File: config.mk
export PLATFORM = sky130hd
export DESIGN_NAME = npt_remainder
export DESIGN_NICKNAME = d
export VERILOG_FILES = /design/src/hdl/npt_remainder.sv
export SDC_FILE = /design/constraint.sdc
export NUM_CORES = 1
export LEC_CHECK = 0
export BUFFER_PORTS_ARGS = -buffer_cell sky130_fd_sc_hd__buf_2
export CAP_MARGIN = 15
export CORE_MARGIN = 1
export CORE_UTILIZATION = 58
export DETAILED_ROUTE_END_ITERATION = 8
export HOLD_SLACK_MARGIN = 0.02
export PLACE_DENSITY = 0.8
export SLEW_MARGIN = 10
export SYNTH_ARGS = -nofsm -noshare
export SYNTH_HDL_FRONTEND = slang
export SYNTH_SLANG_ARGS = --single-unit
File: constraint.sdc
create_clock -name clock -period 3.23 [get_ports clock]
set_clock_uncertainty 0.05 [all_clocks]
set_input_delay 0.646 -clock clock [delete_from_list [all_inputs] [get_ports clock]]
set_output_delay 0.646 -clock clock [all_outputs]
set_load 0.05 [all_outputs]
File: src/hdl/npt_remainder.sv
module npt_remainder #(
   parameter int WIDTH = 16
) (
   input  logic             clock,
   input  logic             reset,
   input  logic             start,
   input  logic [WIDTH-1:0] dividend,
   input  logic [WIDTH-1:0] divisor,
   output logic             busy,
   output logic             rem_zero
);

   localparam int CNTW = $clog2(WIDTH + 1);

   logic             busy_ff, busy_in;
   logic [CNTW-1:0]  cnt_ff, cnt_in;
   logic [WIDTH-1:0] rem_ff, rem_in;
   logic [WIDTH-1:0] dvd_ff, dvd_in;
   logic [WIDTH-1:0] dsr_ff, dsr_in;
   logic [WIDTH:0]   shifted;
   logic [WIDTH:0]   diff;

   assign shifted = {rem_ff, dvd_ff[WIDTH-1]};
   assign diff    = shifted - {1'b0, dsr_ff};

   always_comb begin
      busy_in = busy_ff;
      cnt_in  = cnt_ff;
      rem_in  = rem_ff;
      dvd_in  = dvd_ff;
      dsr_in  = dsr_ff;
      if (start) begin
         busy_in = 1'b1;
         cnt_in  = CNTW'(WIDTH);
         rem_in  = '0;
         dvd_in  = dividend;
         dsr_in  = divisor;
      end else if (busy_ff) begin
         if (shifted >= {1'b0, dsr_ff}) begin
            rem_in = diff[WIDTH-1:0];
         end else begin
            rem_in = shifted[WIDTH-1:0];
         end
         dvd_in  = {dvd_ff[WIDTH-2:0], 1'b0};
         cnt_in  = cnt_ff - 1'b1;
         busy_in = (cnt_ff != CNTW'(1));
      end
   end

   always_ff @(posedge clock) begin
      if (reset) begin
         busy_ff <= 1'b0;
      end else begin
         busy_ff <= busy_in;
      end
   end

   always_ff @(posedge clock) begin
      cnt_ff <= cnt_in;
      rem_ff <= rem_in;
      dvd_ff <= dvd_in;
      dsr_ff <= dsr_in;
   end

   assign busy     = busy_ff;
   assign rem_zero = (rem_ff == '0);

endmodule

== Word level (Yosys, flattened, before mapping) ==
Cells that the tools add are included.
Storage, ports and cells
  flip-flop bits (word level): 54
  word-level logic and storage cells: 16
  output and inout port bits: 2
  bits of input ports: 35
Cells by class
  reductions and logical operators: 2
  $lt $le $gt $ge: 1
  muxes and demuxes: 5
  add/subtract/negate cells: 2
  eq/ne operators: 1
Operator list (count)
  2-to-1 mux 16 bit: 3
  >= comparator 17 x 16 -> 1 bit: 1
  zero test 16 bit: 1
  subtractor 16 bit: 1
  inequality test 5 x 1 -> 1 bit, second input constant: 1
  subtractor 5 x 1 -> 5 bit, second input constant: 1
  2-to-1 mux 1 bit: 2
  nonzero test 2 bit: 1

== Longest topological paths before layout ==
  word-level depth: 3
  mapped depth: 11
  mapped depth without buffers: 11

== Worst setup path before layout ==
Ideal clock, no wire load.
  path type: reg-to-reg
  from: register dvd_ff[15]
  to: register rem_ff[14]
  cell stages (with the launch flop): 12
  clock period less this slack: 2.271 ns
  buffers on the path: 0
  setup slack: 0.959 ns
  setup time: 0.074 ns
  data arrival time: 2.147 ns
  required time: 3.106 ns
  cells stage by stage: edfxtp_1 > inv_1 > ha_1 > inv_1 > fa_1 > a21oi_1 > o22ai_1 > a211oi_1 > or3_1 > and3_1 > o21ai_0 > o21ai_0
Between the ends
  longest elaborated chain between the ends: 2
  elaborated cells between the ends (all ways): 3
  classes of those cells: 1 x add/sub; 1 x order compare; 1 x mux
RTL lines
  start, declared: line 18  | logic [WIDTH-1:0] dvd_ff, dvd_in;
  start signal, assigned: line 61  | dvd_ff <= dvd_in;
  subtractor 16 bit or >= comparator 17 x 16 -> 1 bit (tied branches): line 24, 39
  2-to-1 mux 16 bit (*): line 39  | if (shifted >= {1'b0, dsr_ff}) begin
  end signal, assigned: line 60  | rem_ff <= rem_in;
  end, declared: line 17  | logic [WIDTH-1:0] rem_ff, rem_in;
Mark *: on every way between the ends. The rest lies on a longest branch, timed or not.
A chain may end at the register's enable or synchronous reset.

== Worst setup path in the final report ==
Same ends and word-level chain as after synthesis.

==> metrics.log <==
INFO  metric initialDrtViolationCount = 236
INFO  metric fmaxAchievable = 365 MHz
INFO  metric cp-end-kind = flop
INFO  metric totalNegativeSetupSlack = 0 ns
INFO  metric synth_top_cell_area_share = between 30% and 40%
INFO  metric synthTopCellsByArea = edfxtp_1 (32%), dfxtp_1 (15%), ha_1 (7.6%), mux2_2 (5.7%), o21ai_0 (4.4%)
INFO  metric power_density = 461 nW/µm²
INFO  metric power.total = approximately 1.5 mW
INFO  metric avgViaCountPerCell = 5.74
INFO  metric grt_use_total = 23.4%
INFO  metric insertedDiodeCount = 0
INFO  metric finalWeightedCongestion = 0.909
INFO  metric post-cts-setup-buffers = 0
INFO  metric startpoint_type = flop
INFO  metric rsz0062_at_grt = no
INFO  metric report.final.setup_viol = 0
INFO  metric number_of_global_route_vias_before_repair = 2,089
INFO  metric port_buffers = 36
INFO  metric root_buffer = clkbuf_8
INFO  metric grt_first_pass_wirelength = 9.68 mm
INFO  metric antenna_found_initial = 0
INFO  metric final_hold_viol_count = 0
INFO  metric layout.core_utilization = 68.7%
INFO  metric clkSinkCount = 54
INFO  metric drt-pass1-iter-count = 5
INFO  metric postSynth.asyncResetShare = 0%
INFO  metric ff2ff_setup_slack = 0.49 ns
INFO  metric global_route.usage.met2 = 37.3%
INFO  metric worst_skew_pair.late_latency = 0.31 ns
INFO  metric cts_inserted_buffers = 5
INFO  metric netlist.top_cell.by_area = edfxtp_1
INFO  metric setup_slack = ~0.5 ns
INFO  metric nets = ~380
INFO  metric p_leak = roughly 1.3 nW
INFO  metric grt_start_max_net_pins = 30
INFO  metric cts_htree_levels = 2
INFO  metric post_synth_edffs = 32
INFO  metric ys_seq_elements = 54
INFO  metric yosys_synthesis_warning_count = 0
INFO  metric detailed_route_wire_length_per_cell = ~15 µm
INFO  metric placement_rows = 25
INFO  metric crit_required = about 3.4 ns
INFO  metric crit_arrival = 2.93 ns
INFO  metric die_x = between 70 and 80 µm
INFO  metric dp_slack = 0.554 ns
INFO  metric synth_seq_area_share = 47.2%
INFO  metric gr-max-usage-layer = met2
INFO  metric post-route-period-util = 84.7%
INFO  metric totalWireLength = 5.86 mm
INFO  metric cts_hold_buffers = 0
INFO  metric slew_violations = 0
INFO  metric die-area = 5410 µm²
INFO  metric met1_usage = between 30 and 40%
INFO  metric run_status = complete, no violations
INFO  metric top_ff_cell_synth = edfxtp_1
INFO  metric grtUsageMet3 = 4.53%
INFO  metric cts.repair.resized = 0
INFO  metric postSynthNetCount = 346
INFO  metric clock_tree_from_tritoncts = built
INFO  metric count_of_different_cell_masters_after_synthesis = 43
INFO  metric core_area = 4820 µm²
INFO  metric slew_headroom = 57.7%
INFO  metric syn_area_per_cell = 10.2 µm²
INFO  metric layout-area-overhead-vs-synth = 11.5%
INFO  metric path_clk_slew = 0.10 ns
INFO  metric vias = roughly 2,300
INFO  metric dp_hpwl = 4.33 mm
INFO  metric die_h = ~74 µm
INFO  metric post-route-drc-count = 0
INFO  metric syn-instance-count = 292
INFO  metric route.antenna.remaining_nets = 0
INFO  metric drive_gt1_share = 20.0%
INFO  metric post_syn_area = 2970 µm²
INFO  metric boundaryPins = 37
INFO  metric cts_max_path_buffers = 2
INFO  metric path_class = flop to flop
INFO  metric actual_transition_at_the_worst_max_transition_pin = 0.634 ns
INFO  metric worstPathMaxFanout = 4
INFO  metric floorplan.initialDensity = 61.7%
INFO  metric cap_viol_max_count = 0
INFO  metric period_needed = 2.74 ns
INFO  metric fillers = 400
INFO  metric overflow = 0
INFO  metric ir_drop = about 0.26 mV
INFO  metric min_path_type = primary input to flop
sequential cells by signal, indices dropped and copies added, names as in the netlist:
register and count:
rem_ff 16, cnt_ff 5, dsr_ff 16, dvd_ff 16, busy 1
routing by layer:
| layer | share of wire [%] | up-vias |
|---|---|---|
| met5 | 0 | - |
| met4 | 0.96 | 0 |
| met3 | 4.3 | 9 |
| met2 | 48 | 60 |
| met1 | 47 | 1080 |
| li1 | - | 1129 |
metrics by stage:
stage,cells,hold WS [ns],instance area (µm²)
detailed placement,389,0.436,3210
global route,397,0.422,3310
finish,397,0.429,3310
global placement,389,0.431,3210
floorplan,292,0.412,2970
CTS,397,0.423,3310
path summary, 6_finish.rpt:
kind | cells after the start | endpoint | start
worst min register to register | 2 | cnt_ff[4]$_SDFFE_PP1P_ | cnt_ff[4]$_SDFFE_PP1P_
worst max register to register | 11 | rem_ff[14]$_SDFFE_PP0P_ | dvd_ff[15]$_DFFE_PP_
worst max-delay path | 11 | rem_ff[14]$_SDFFE_PP0P_ | dvd_ff[15]$_DFFE_PP_
worst min-delay path | 2 | busy$_SDFF_PP0_ | reset
layout by cell type, fill, tap and decap left out, types with 2 or more instances in the layout:
master	synthesis	final
nor3_1	5	5
nand2_1	22	22
xor2_1	4	4
nor4_1	4	4
nand3_1	2	2
inv_1	20	20
mux2i_1	6	6
buf_2	1	36
o21ai_0	26	26
nor3b_1	6	6
a21oi_1	21	21
a211oi_1	9	9
ha_1	18	18
nand4_1	4	4
o22ai_1	3	3
xnor2_1	12	12
buf_4	1	3
dfxtp_1	22	22
edfxtp_1	32	32
nor2_1	25	25
clkinv_4	0	2
and3_1	3	3
nand2b_1	6	6
clkbuf_8	0	6
mux2_2	15	15
and2_1	2	2
cell usage after synthesis (9+ instances only):
master,count
inv_1,20
nor2_1,25
mux2_2,15
o21ai_0,26
xnor2_1,12
nand2_1,22
a211oi_1,9
a21oi_1,21
ha_1,18
edfxtp_1,32
dfxtp_1,22
cell families (layout without fill, tap and decap cells):
group,count (synthesis),count (layout),share of synthesized area [%]
multiplexers,21,21,7.71
buffers and inverters,29,67,4.09
XOR/XNOR,16,16,4.72
flip-flops,54,54,47.2
AND/OR/NAND/NOR,86,86,14.6
adder cells (fa/ha/maj),19,19,8.26
AO/OA/AOI/OAI,67,67,13.5
power breakdown:
| part | leakage (nW) | internal [mW] | switching, mW |
|---|---|---|---|
| registers | 0.498 | 0.790 | 0.0291 |
| clock network | 0.0514 | 0.177 | 0.229 |
| logic | 0.778 | 0.128 | 0.172 |
| total | 1.33 | 1.10 | 0.430 |
critical path, cell delays in order (launching register included):
cell and delay (ns):
edfxtp_1 0.41, inv_1 0.07, ha_1 0.18, inv_1 0.06
fa_1 0.41, a21oi_1 0.31, o22ai_1 0.15, a211oi_1 0.44
or3_1 0.21, and3_1 0.15, o21ai_0 0.08, o21ai_0 0.16
final cells by class:
cell class | count | area, µm² | share of cell area (%)
multi-input combinational | 209 | 1450 | 43.7
inverter | 20 | 75.1 | 2.27
timing repair buffer | 39 | 203 | 6.12
clock buffer | 6 | 82.6 | 2.49
clock inverter | 2 | 17.5 | 0.529
sequential | 54 | 1400 | 42.3
tap | 67 | 83.8 | 2.53
(Power assumes the default switching activity.)
