## config.mk

```make
export PLATFORM = sky130hd
export DESIGN_NAME = npt_sequencer
export DESIGN_NICKNAME = d
export VERILOG_FILES = /design/src/hdl/npt_pkg.sv /design/src/hdl/npt_sequencer.sv
export SDC_FILE = /design/constraint.sdc
export NUM_CORES = 1
export LEC_CHECK = 0
export ABC_AREA = 1
export BUFFER_PORTS_ARGS = -buffer_cell sky130_fd_sc_hd__clkbuf_2
export CORE_AREA = 2 2 62 64
export CTS_CLUSTER_DIAMETER = 30
export DETAILED_ROUTE_END_ITERATION = 6
export DIE_AREA = 0 0 64 66
export GPL_TIMING_DRIVEN = 0
export SYNTH_ARGS = -nofsm -noshare
export SYNTH_HDL_FRONTEND = slang
export SYNTH_SLANG_ARGS = --single-unit
```

## constraint.sdc

```tcl
create_clock -name clock -period 2.3 [get_ports clock]
set_input_delay 0.23 -clock clock [delete_from_list [all_inputs] [get_ports clock]]
set_output_delay 0.23 -clock clock [all_outputs]
set_load 0.005 [all_outputs]
```

## src/hdl/npt_pkg.sv

```systemverilog
package npt_pkg;

   localparam int INDEX_WIDTH     = 11;
   localparam int PRIME_OUT_WIDTH = 16;
   localparam int STEP_WIDTH      = 5;

   localparam int SEED_PRIME_0 = 2;
   localparam int SEED_PRIME_1 = 3;
   localparam int SEED_PRIME_2 = 5;
   localparam int SEED_COUNT   = 3;

   typedef logic [STEP_WIDTH-1:0] step_type;

   typedef enum logic [3:0] {
      OP_NOP,
      OP_SEED0,
      OP_SEED1,
      OP_SEED2,
      OP_ACCEPT,
      OP_CAND_INIT,
      OP_TRIAL_INIT,
      OP_READ_IDX,
      OP_SQUARE,
      OP_DIV_START,
      OP_IDX_INC,
      OP_CAND_ADD2,
      OP_APPEND,
      OP_READ_HIT,
      OP_READ_MISS,
      OP_EMIT
   } op_type;

   typedef enum logic [3:0] {
      C_ALWAYS,
      C_REQ_VALID,
      C_ZERO,
      C_COVERED,
      C_OVERFLOW,
      C_IDX_END,
      C_SQ_GT,
      C_DIV_BUSY,
      C_DIVISIBLE,
      C_RSP_BUSY
   } cond_type;

   typedef struct packed {
      op_type   op;
      cond_type cond;
      logic     jump_if;
      step_type target;
   } ctl_word_type;

   typedef struct packed {
      logic req_valid;
      logic zero;
      logic covered;
      logic overflow;
      logic idx_end;
      logic sq_gt;
      logic div_busy;
      logic divisible;
      logic rsp_busy;
   } cond_flags_type;

   localparam step_type ST_INIT0  = 5'd0;
   localparam step_type ST_INIT1  = 5'd1;
   localparam step_type ST_INIT2  = 5'd2;
   localparam step_type ST_IDLE   = 5'd3;
   localparam step_type ST_CHKZ   = 5'd4;
   localparam step_type ST_CHKHIT = 5'd5;
   localparam step_type ST_EXTEND = 5'd6;
   localparam step_type ST_CINIT  = 5'd7;
   localparam step_type ST_CHECK  = 5'd8;
   localparam step_type ST_TRIAL  = 5'd9;
   localparam step_type ST_SQUARE = 5'd10;
   localparam step_type ST_SQTEST = 5'd11;
   localparam step_type ST_DIVGO  = 5'd12;
   localparam step_type ST_DIVWT  = 5'd13;
   localparam step_type ST_DIVTST = 5'd14;
   localparam step_type ST_LOOP   = 5'd15;
   localparam step_type ST_NEXT   = 5'd16;
   localparam step_type ST_APPEND = 5'd17;
   localparam step_type ST_RDMISS = 5'd18;
   localparam step_type ST_RDHIT  = 5'd19;
   localparam step_type ST_EMIT   = 5'd20;
   localparam step_type ST_DONE   = 5'd21;

   function automatic ctl_word_type make_word(input op_type op, input cond_type cond,
                                              input logic jump_if, input step_type target);
      ctl_word_type w;
      w.op      = op;
      w.cond    = cond;
      w.jump_if = jump_if;
      w.target  = target;
      return w;
   endfunction

   function automatic ctl_word_type ucode_word(input step_type step);
      ctl_word_type w;
      case (step)
         ST_INIT0:  w = make_word(OP_SEED0,      C_ALWAYS,    1'b0, ST_IDLE);
         ST_INIT1:  w = make_word(OP_SEED1,      C_ALWAYS,    1'b0, ST_IDLE);
         ST_INIT2:  w = make_word(OP_SEED2,      C_ALWAYS,    1'b0, ST_IDLE);
         ST_IDLE:   w = make_word(OP_ACCEPT,     C_REQ_VALID, 1'b0, ST_IDLE);
         ST_CHKZ:   w = make_word(OP_NOP,        C_ZERO,      1'b1, ST_EMIT);
         ST_CHKHIT: w = make_word(OP_NOP,        C_COVERED,   1'b1, ST_RDHIT);
         ST_EXTEND: w = make_word(OP_NOP,        C_COVERED,   1'b1, ST_RDMISS);
         ST_CINIT:  w = make_word(OP_CAND_INIT,  C_ALWAYS,    1'b0, ST_IDLE);
         ST_CHECK:  w = make_word(OP_TRIAL_INIT, C_OVERFLOW,  1'b1, ST_RDMISS);
         ST_TRIAL:  w = make_word(OP_READ_IDX,   C_IDX_END,   1'b1, ST_APPEND);
         ST_SQUARE: w = make_word(OP_SQUARE,     C_ALWAYS,    1'b0, ST_IDLE);
         ST_SQTEST: w = make_word(OP_NOP,        C_SQ_GT,     1'b1, ST_APPEND);
         ST_DIVGO:  w = make_word(OP_DIV_START,  C_ALWAYS,    1'b0, ST_IDLE);
         ST_DIVWT:  w = make_word(OP_NOP,        C_DIV_BUSY,  1'b1, ST_DIVWT);
         ST_DIVTST: w = make_word(OP_IDX_INC,    C_DIVISIBLE, 1'b1, ST_NEXT);
         ST_LOOP:   w = make_word(OP_NOP,        C_ALWAYS,    1'b1, ST_TRIAL);
         ST_NEXT:   w = make_word(OP_CAND_ADD2,  C_ALWAYS,    1'b1, ST_CHECK);
         ST_APPEND: w = make_word(OP_APPEND,     C_ALWAYS,    1'b1, ST_EXTEND);
         ST_RDMISS: w = make_word(OP_READ_MISS,  C_ALWAYS,    1'b1, ST_EMIT);
         ST_RDHIT:  w = make_word(OP_READ_HIT,   C_ALWAYS,    1'b0, ST_IDLE);
         ST_EMIT:   w = make_word(OP_EMIT,       C_RSP_BUSY,  1'b1, ST_EMIT);
         ST_DONE:   w = make_word(OP_NOP,        C_ALWAYS,    1'b1, ST_IDLE);
         default:   w = make_word(OP_NOP,        C_ALWAYS,    1'b1, ST_IDLE);
      endcase
      return w;
   endfunction

endpackage

```

## src/hdl/npt_sequencer.sv

```systemverilog
module npt_sequencer (
   input  logic                   clock,
   input  logic                   reset,
   input  npt_pkg::cond_flags_type flags,
   output npt_pkg::ctl_word_type   ctl
);

   import npt_pkg::*;

   step_type     step_ff, step_in;
   ctl_word_type word;
   logic         cond_val;

   assign word = ucode_word(step_ff);

   always_comb begin
      case (word.cond)
         C_ALWAYS:    cond_val = 1'b1;
         C_REQ_VALID: cond_val = flags.req_valid;
         C_ZERO:      cond_val = flags.zero;
         C_COVERED:   cond_val = flags.covered;
         C_OVERFLOW:  cond_val = flags.overflow;
         C_IDX_END:   cond_val = flags.idx_end;
         C_SQ_GT:     cond_val = flags.sq_gt;
         C_DIV_BUSY:  cond_val = flags.div_busy;
         C_DIVISIBLE: cond_val = flags.divisible;
         C_RSP_BUSY:  cond_val = flags.rsp_busy;
         default:     cond_val = 1'b0;
      endcase
      if (cond_val == word.jump_if) begin
         step_in = word.target;
      end else begin
         step_in = step_ff + 1'b1;
      end
   end

   always_ff @(posedge clock) begin
      if (reset) begin
         step_ff <= ST_INIT0;
      end else begin
         step_ff <= step_in;
      end
   end

   assign ctl = word;

endmodule

```

Yosys cells after proc, flatten, opt, wreduce, memory -nomap -nowiden
Memories as Yosys holds them, arrays and structs flattened. A register that Yosys moved wholly into a read port is not among the register bits.
Index checks and enable logic that the tools add are counted.
Widths: inputs -> output; s select.

operators by class
  add/sub/neg operators = 1
  equality and inequality tests = 10
  mux-type cells = 3
  reduce and logical (&&, ||, !) cells = 1

operators with widths
  operator             count
  $eq 4x3->1 const B   4
  $mux 5               2
  $pmux 1 s10          1
  $eq 4x2->1 const B   2
  $eq 4x4->1 const B   2
  $add 5x1->5 const B  1
  $eq 4x1->1 const B   1
  $logic_not 4->1      1
  $eq 1x1->1           1

storage, ports and cells
  register bits after elaboration = 5
  ROM bits = 448
  input bits = 11
  word-level logic and storage cells = 17
  memories = 1

memory list
  name             depth  width  rd ports  clocked after Yosys merged registers in  write ports  RTL line        RTL
  (no name shown)  32     14     1         1                                        0            npt_pkg.sv:100  case (step)

Longest topological paths before layout
  word-level depth = 5
  depth in mapped cells = 18
  gate-level depth less buffers = 18

Worst setup path after synthesis
OpenSTA, ideal clock, no wires.

  path kind = register -> register
  from = register ctl[6] (netlist name)
  to = register ctl[1] (netlist name)
  library setup time = 0.119 ns
  arrival time = 1.975 ns
  required time = 2.181 ns
  path slack = 0.206 ns
  cell stages (with the launch flop) = 17
  buffers on the path = 0
  period minus slack after synthesis = 2.094 ns
  cell sequence = dfxtp_1 > inv_2 > nand2_1 > nand3_1 > nand2_1 > nand3_2 > nand3_1 > nand2_2 > nand2_1 > nand3_1 > ha_1 > nor2_1 > nand2_2 > nand2_1 > nand2_1 > nand3_1 > nand2_1

on the way
  longest elaborated chain between the ends = 5

RTL lines
  what                                RTL line             RTL
  $eq 4x4->1 (tied with other cells)  npt_sequencer.sv:17  case (word.cond)
  $pmux 1 s10 (*)                     npt_sequencer.sv:17
  $eq 1x1->1 (*)                      npt_sequencer.sv:30  if (cond_val == word.jump_if) begin
  $mux 5 (*)                          npt_sequencer.sv:30
  $mux 5 (no line) (*)                --

Mark *: on every way between the ends. The rest lies on a longest branch, timed or not.
A chain may end at the register's enable or synchronous reset.

Final worst setup path
  from = register ctl[6] (netlist name)
  to = register ctl[5] (netlist name)

on the way
  longest elaborated chain between the ends = 5

RTL lines
  what                                RTL line
  $eq 4x4->1 (tied with other cells)  npt_sequencer.sv:17
  $pmux 1 s10 (*)                     npt_sequencer.sv:17
  $eq 1x1->1 (*)                      npt_sequencer.sv:30
  $mux 5 (*)                          npt_sequencer.sv:30
  $mux 5 (no line) (*)                --

Marked as above.

==> metrics.md <==
| Metric | Value |
|---|---|
| RR Endpoint | `ctl[5]$_DFF_P_` |
| Synth top area cells | `dfxtp_1 (28%), nand3_1 (12%), nand2_1 (12%)` |
| Int Power | `0.00128 W` |
| Slew HR | `0.693` |
| Pwr dens | `1700 nW/µm²` |
| Setup slack, reg-to-reg | `0.18 ns` |
| Most frequent cells after synthesis | `nand2_1 (42), nand3_1 (33), inv_1 (27), dfxtp_1 (19), nand2_2 (12)` |
| Post-place setup slack | `-0.206 ns` |
| Detailed Route Iter0 Violations | `57` |
| Leak | `0.847 nW` |
| Final hold violation count | `0` |
| Boundary Pins | `25` |
| Setup violations, final | `0` |
| NumNets Final | `239` |
| Synth Area in Simple Gates | `0.493` |
| CTS tree | `yes` |
| Worst EP arrival | `2.29 ns` |
| P_sw | `0.00152 W` |
| CP Capture Type | `flip-flop` |
| Worst setup margin | `0.181 ns` |
| Post-DR vias/cell | `4.85` |
| CP max stage delay | `0.40 ns` |
| Hold slack final | `0.200 ns` |
| Req. time, crit path | `2.47 ns` |
| Max Clk Rate | `0.472 GHz` |
| Global-route wire length before repair | `4.96 mm` |
| GR Overflow Total | `0` |
| Initial Utilization | `0.376` |
| Largest net degree at the start of global routing | `11` |
| CTS Buffer Depth | `2` |
| Mux contribution to synthesized area | `0` |
| Gate power share | `0.740` |
| Vias in the first global route | `1,198` |
| Post-synthesis sequential area ratio | `0.285` |
| Status | `finished clean` |
| H-tree depth | `1` |
| Antenna cells | `0` |
| Most Frequent Cell on Critical Path | `nand2_2` |
| Peak supply drop | `594 µV` |
| Post-synth ARST share | `0` |
| Initial DRT Pass Iterations | `4` |
| RSZ-0062 raised after global routing | `true` |
| CP max FO | `8` |
| Clk_skew | `0.00189 ns` |
| Die height | `66 µm` |
| Via Count | `1,300` |
| Post-synth top area share | `0.285` |
| Syn Area/Cell | `7.03 µm²` |
| Seq cells post-synth | `19` |
| Clock Power Share | `0.058` |
| Main combinational cell family by area after synthesis | `simple AND/OR/NAND/NOR gates` |
| Worst min-delay path endpoint | `step_ff[4]$_SDFF_PP0_` |
| Top Family by Delay on Critical Path | `simple AND/OR/NAND/NOR gates` |
| Worst-path clk slew | `0.10 ns` |
| Worst setup SP type | `flip-flop` |
| Mapped Nets | `208` |
| Num Clock Sinks | `19` |
| Clk root buf | `clkbuf_4` |
| GPL Wtd Cong | `0.827` |
| FF-to-FF Start | `ctl[6]$_DFF_P_` |
| All-Layer GR Usage | `0.150` |
| Post-synthesis compound-gate area fraction | `0.0300` |
| Cell taking the most area after synthesis | `dfxtp_1` |
| Mapped cell area | `1340 µm²` |
| Gate Count Post-Synth | `190` |
| Crit path cell chain | `nand2_1, a21oi_1, nand2_1, nand3_2, nand2_2, nand2_2, nand2_2, nand2_2, nand3_4, inv_4, ha_4, inv_1, nand2_1, nor2_1, nor2_1, nand3_1` |
| Clk Latency, worst-skew pair | `0.29 ns` |
| Routed wire length per instance | `11.3 µm` |
| Count leader, synth | `nand2_1` |
| Adder-Cell Fraction of Synth Area | `0.0656` |
| P&R area growth vs syn | `22.9%` |
| Antenna violations before repair | `0` |
| WL met1 | `1.39 mm` |
| Crit path time final | `2.12 ns` |
| Slew Viols, Final | `0` |
| Met3 wire length | `96 µm` |
| Library cells used by synthesis | `23` |
| Core Box Area | `3550 µm²` |
| Post-synth top flop | `dfxtp_1` |
| Hold Path Class | `input port to flip-flop` |
| Antenna Nets Post-Route | `0` |
| WS Path Type | `flip-flop to flip-flop` |
| Max-cap check violation count | `0` |
| Crit share post-route | `0.921` |
| I/O Buffers | `24` |
| Post-CTS Hold Fix Bufs | `0` |
| Die Area | `4220 µm²` |
| Routed met2 length | `1.47 mm` |
| Hold Crit Start | `reset` |
| Seq pwr share | `0.201` |
| Top layer in use | `met4` |
| Slowest cell on crit path | `dfxtp_4` |
| Final wirelength | `3.04 mm` |
| Xor and xnor area share after synthesis | `0.0197` |
| Row cnt | `22` |
| Total CTS buffers | `3` |
| Hold Path Cell Cnt | `2` |
| Die W | `64 µm` |
| R2R depth | `16` |
| Switching share of total power | `0.543` |
| Post-layout util | `0.462` |
| Share of cells above drive strength 1 | `0.355` |
| Synth warn | `0` |
| Total Power | `0.00279 W` |
| Least-Margin Pin Slew | `0.458 ns` |
| Number of flops mapped to enable cells by yosys | `0` |
| WP buf/inv | `2` |
| Hpwl dp | `2.39 mm` |
| DRC | `0` |
-- sequential cells by signal, indices dropped and copies added (netlist names) --
| signal | flops |
|---|---|
| step_ff | 5 |
| ctl | 14 |
-- area by class of cell --
type | instances | area [µm²]
Sequential cell | 19 | 387
Buffer | 2 | 22.5
Fill cell | 375 | 1910
Inverter | 32 | 125
Multi-Input combinational cell | 137 | 885
Clock buffer | 4 | 26.3
Tap cell | 48 | 60.1
Timing Repair Buffer | 26 | 135
-- what timing repair did --
item                                    in CTS  in global routing
pin swaps                                    0                  3
endpoints found under the setup margin      10                 11
resized for setup                            5                 18
buffers inserted                             0                  2
-- power by group through the flow --
stage	sequential, W	combinational [W]	clock (W)
after global routing	0.000576	0.00231	0.000188
after floorplan	0.000564	0.00146	0
after detailed placement	0.000566	0.00188	0
after global placement	0.000561	0.00189	0
final	0.000562	0.00207	0.000163
after CTS	0.000558	0.00191	0.000173
-- stage by stage --
stage / std cells / TNS [ns] / area, µm²
global placement: 262 / -1.23 / 1520
detailed placement: 262 / -1.18 / 1520
global route: 268 / -0.0283 / 1640
CTS: 266 / 0 / 1560
finish: 268 / 0 / 1640
floorplan: 190 / 0 / 1340
-- metal layers --
metal	global-route usage	vias to the layer above
met2	0.257	29
met4	0.0870	0
met3	0.0136	9
met1	0.182	600
met5	0	-
li1	-	662
-- worst register-to-register path: stages (launching register included) --
cell	delay (ns)
dfxtp_4	0.40
nand2_1	0.06
a21oi_1	0.12
nand2_1	0.07
nand3_2	0.10
nand2_2	0.07
nand2_2	0.07
nand2_2	0.10
nand2_2	0.10
nand3_4	0.15
inv_4	0.13
ha_4	0.15
inv_1	0.08
nand2_1	0.07
nor2_1	0.06
nor2_1	0.16
nand3_1	0.11
-- cell families (layout without fill, tap and decap cells) --
group                      after synthesis  in the layout
and+or+nand+nor                        119            119
buffers and inverters                   34             64
DFF                                     19             19
AOI/OAI and AO/OA                        8              8
adders and majority gates                7              7
xor gates and xnor gates                 3              3
-- how the worst max path moves through the flow --
stage                    from             end  slack [ns]  depth (start not counted)
2_1_floorplan  ctl[6]$_DFF_P_  ctl[1]$_DFF_P_        0.21                         16
3_3_place_gp   ctl[6]$_DFF_P_  ctl[5]$_DFF_P_       -0.20                         16
3_5_place_dp   ctl[6]$_DFF_P_  ctl[5]$_DFF_P_       -0.21                         16
4_1_cts        ctl[6]$_DFF_P_  ctl[5]$_DFF_P_        0.03                         16
5_1_grt        ctl[6]$_DFF_P_  ctl[4]$_DFF_P_       -0.02                         16
6_report       ctl[6]$_DFF_P_  ctl[5]$_DFF_P_        0.18                         16
-- cell usage in the layout (no fill, tap or decap), types with 4 or more instances in the layout --
master	count
clkbuf_2	24
inv_1	25
nor2_1	10
dfxtp_1	16
nand2_1	39
ha_1	4
o21ai_1	4
nand3_1	29
nand3_2	9
nand2_2	15
inv_2	4
Power figures use the tool's default switching activity.
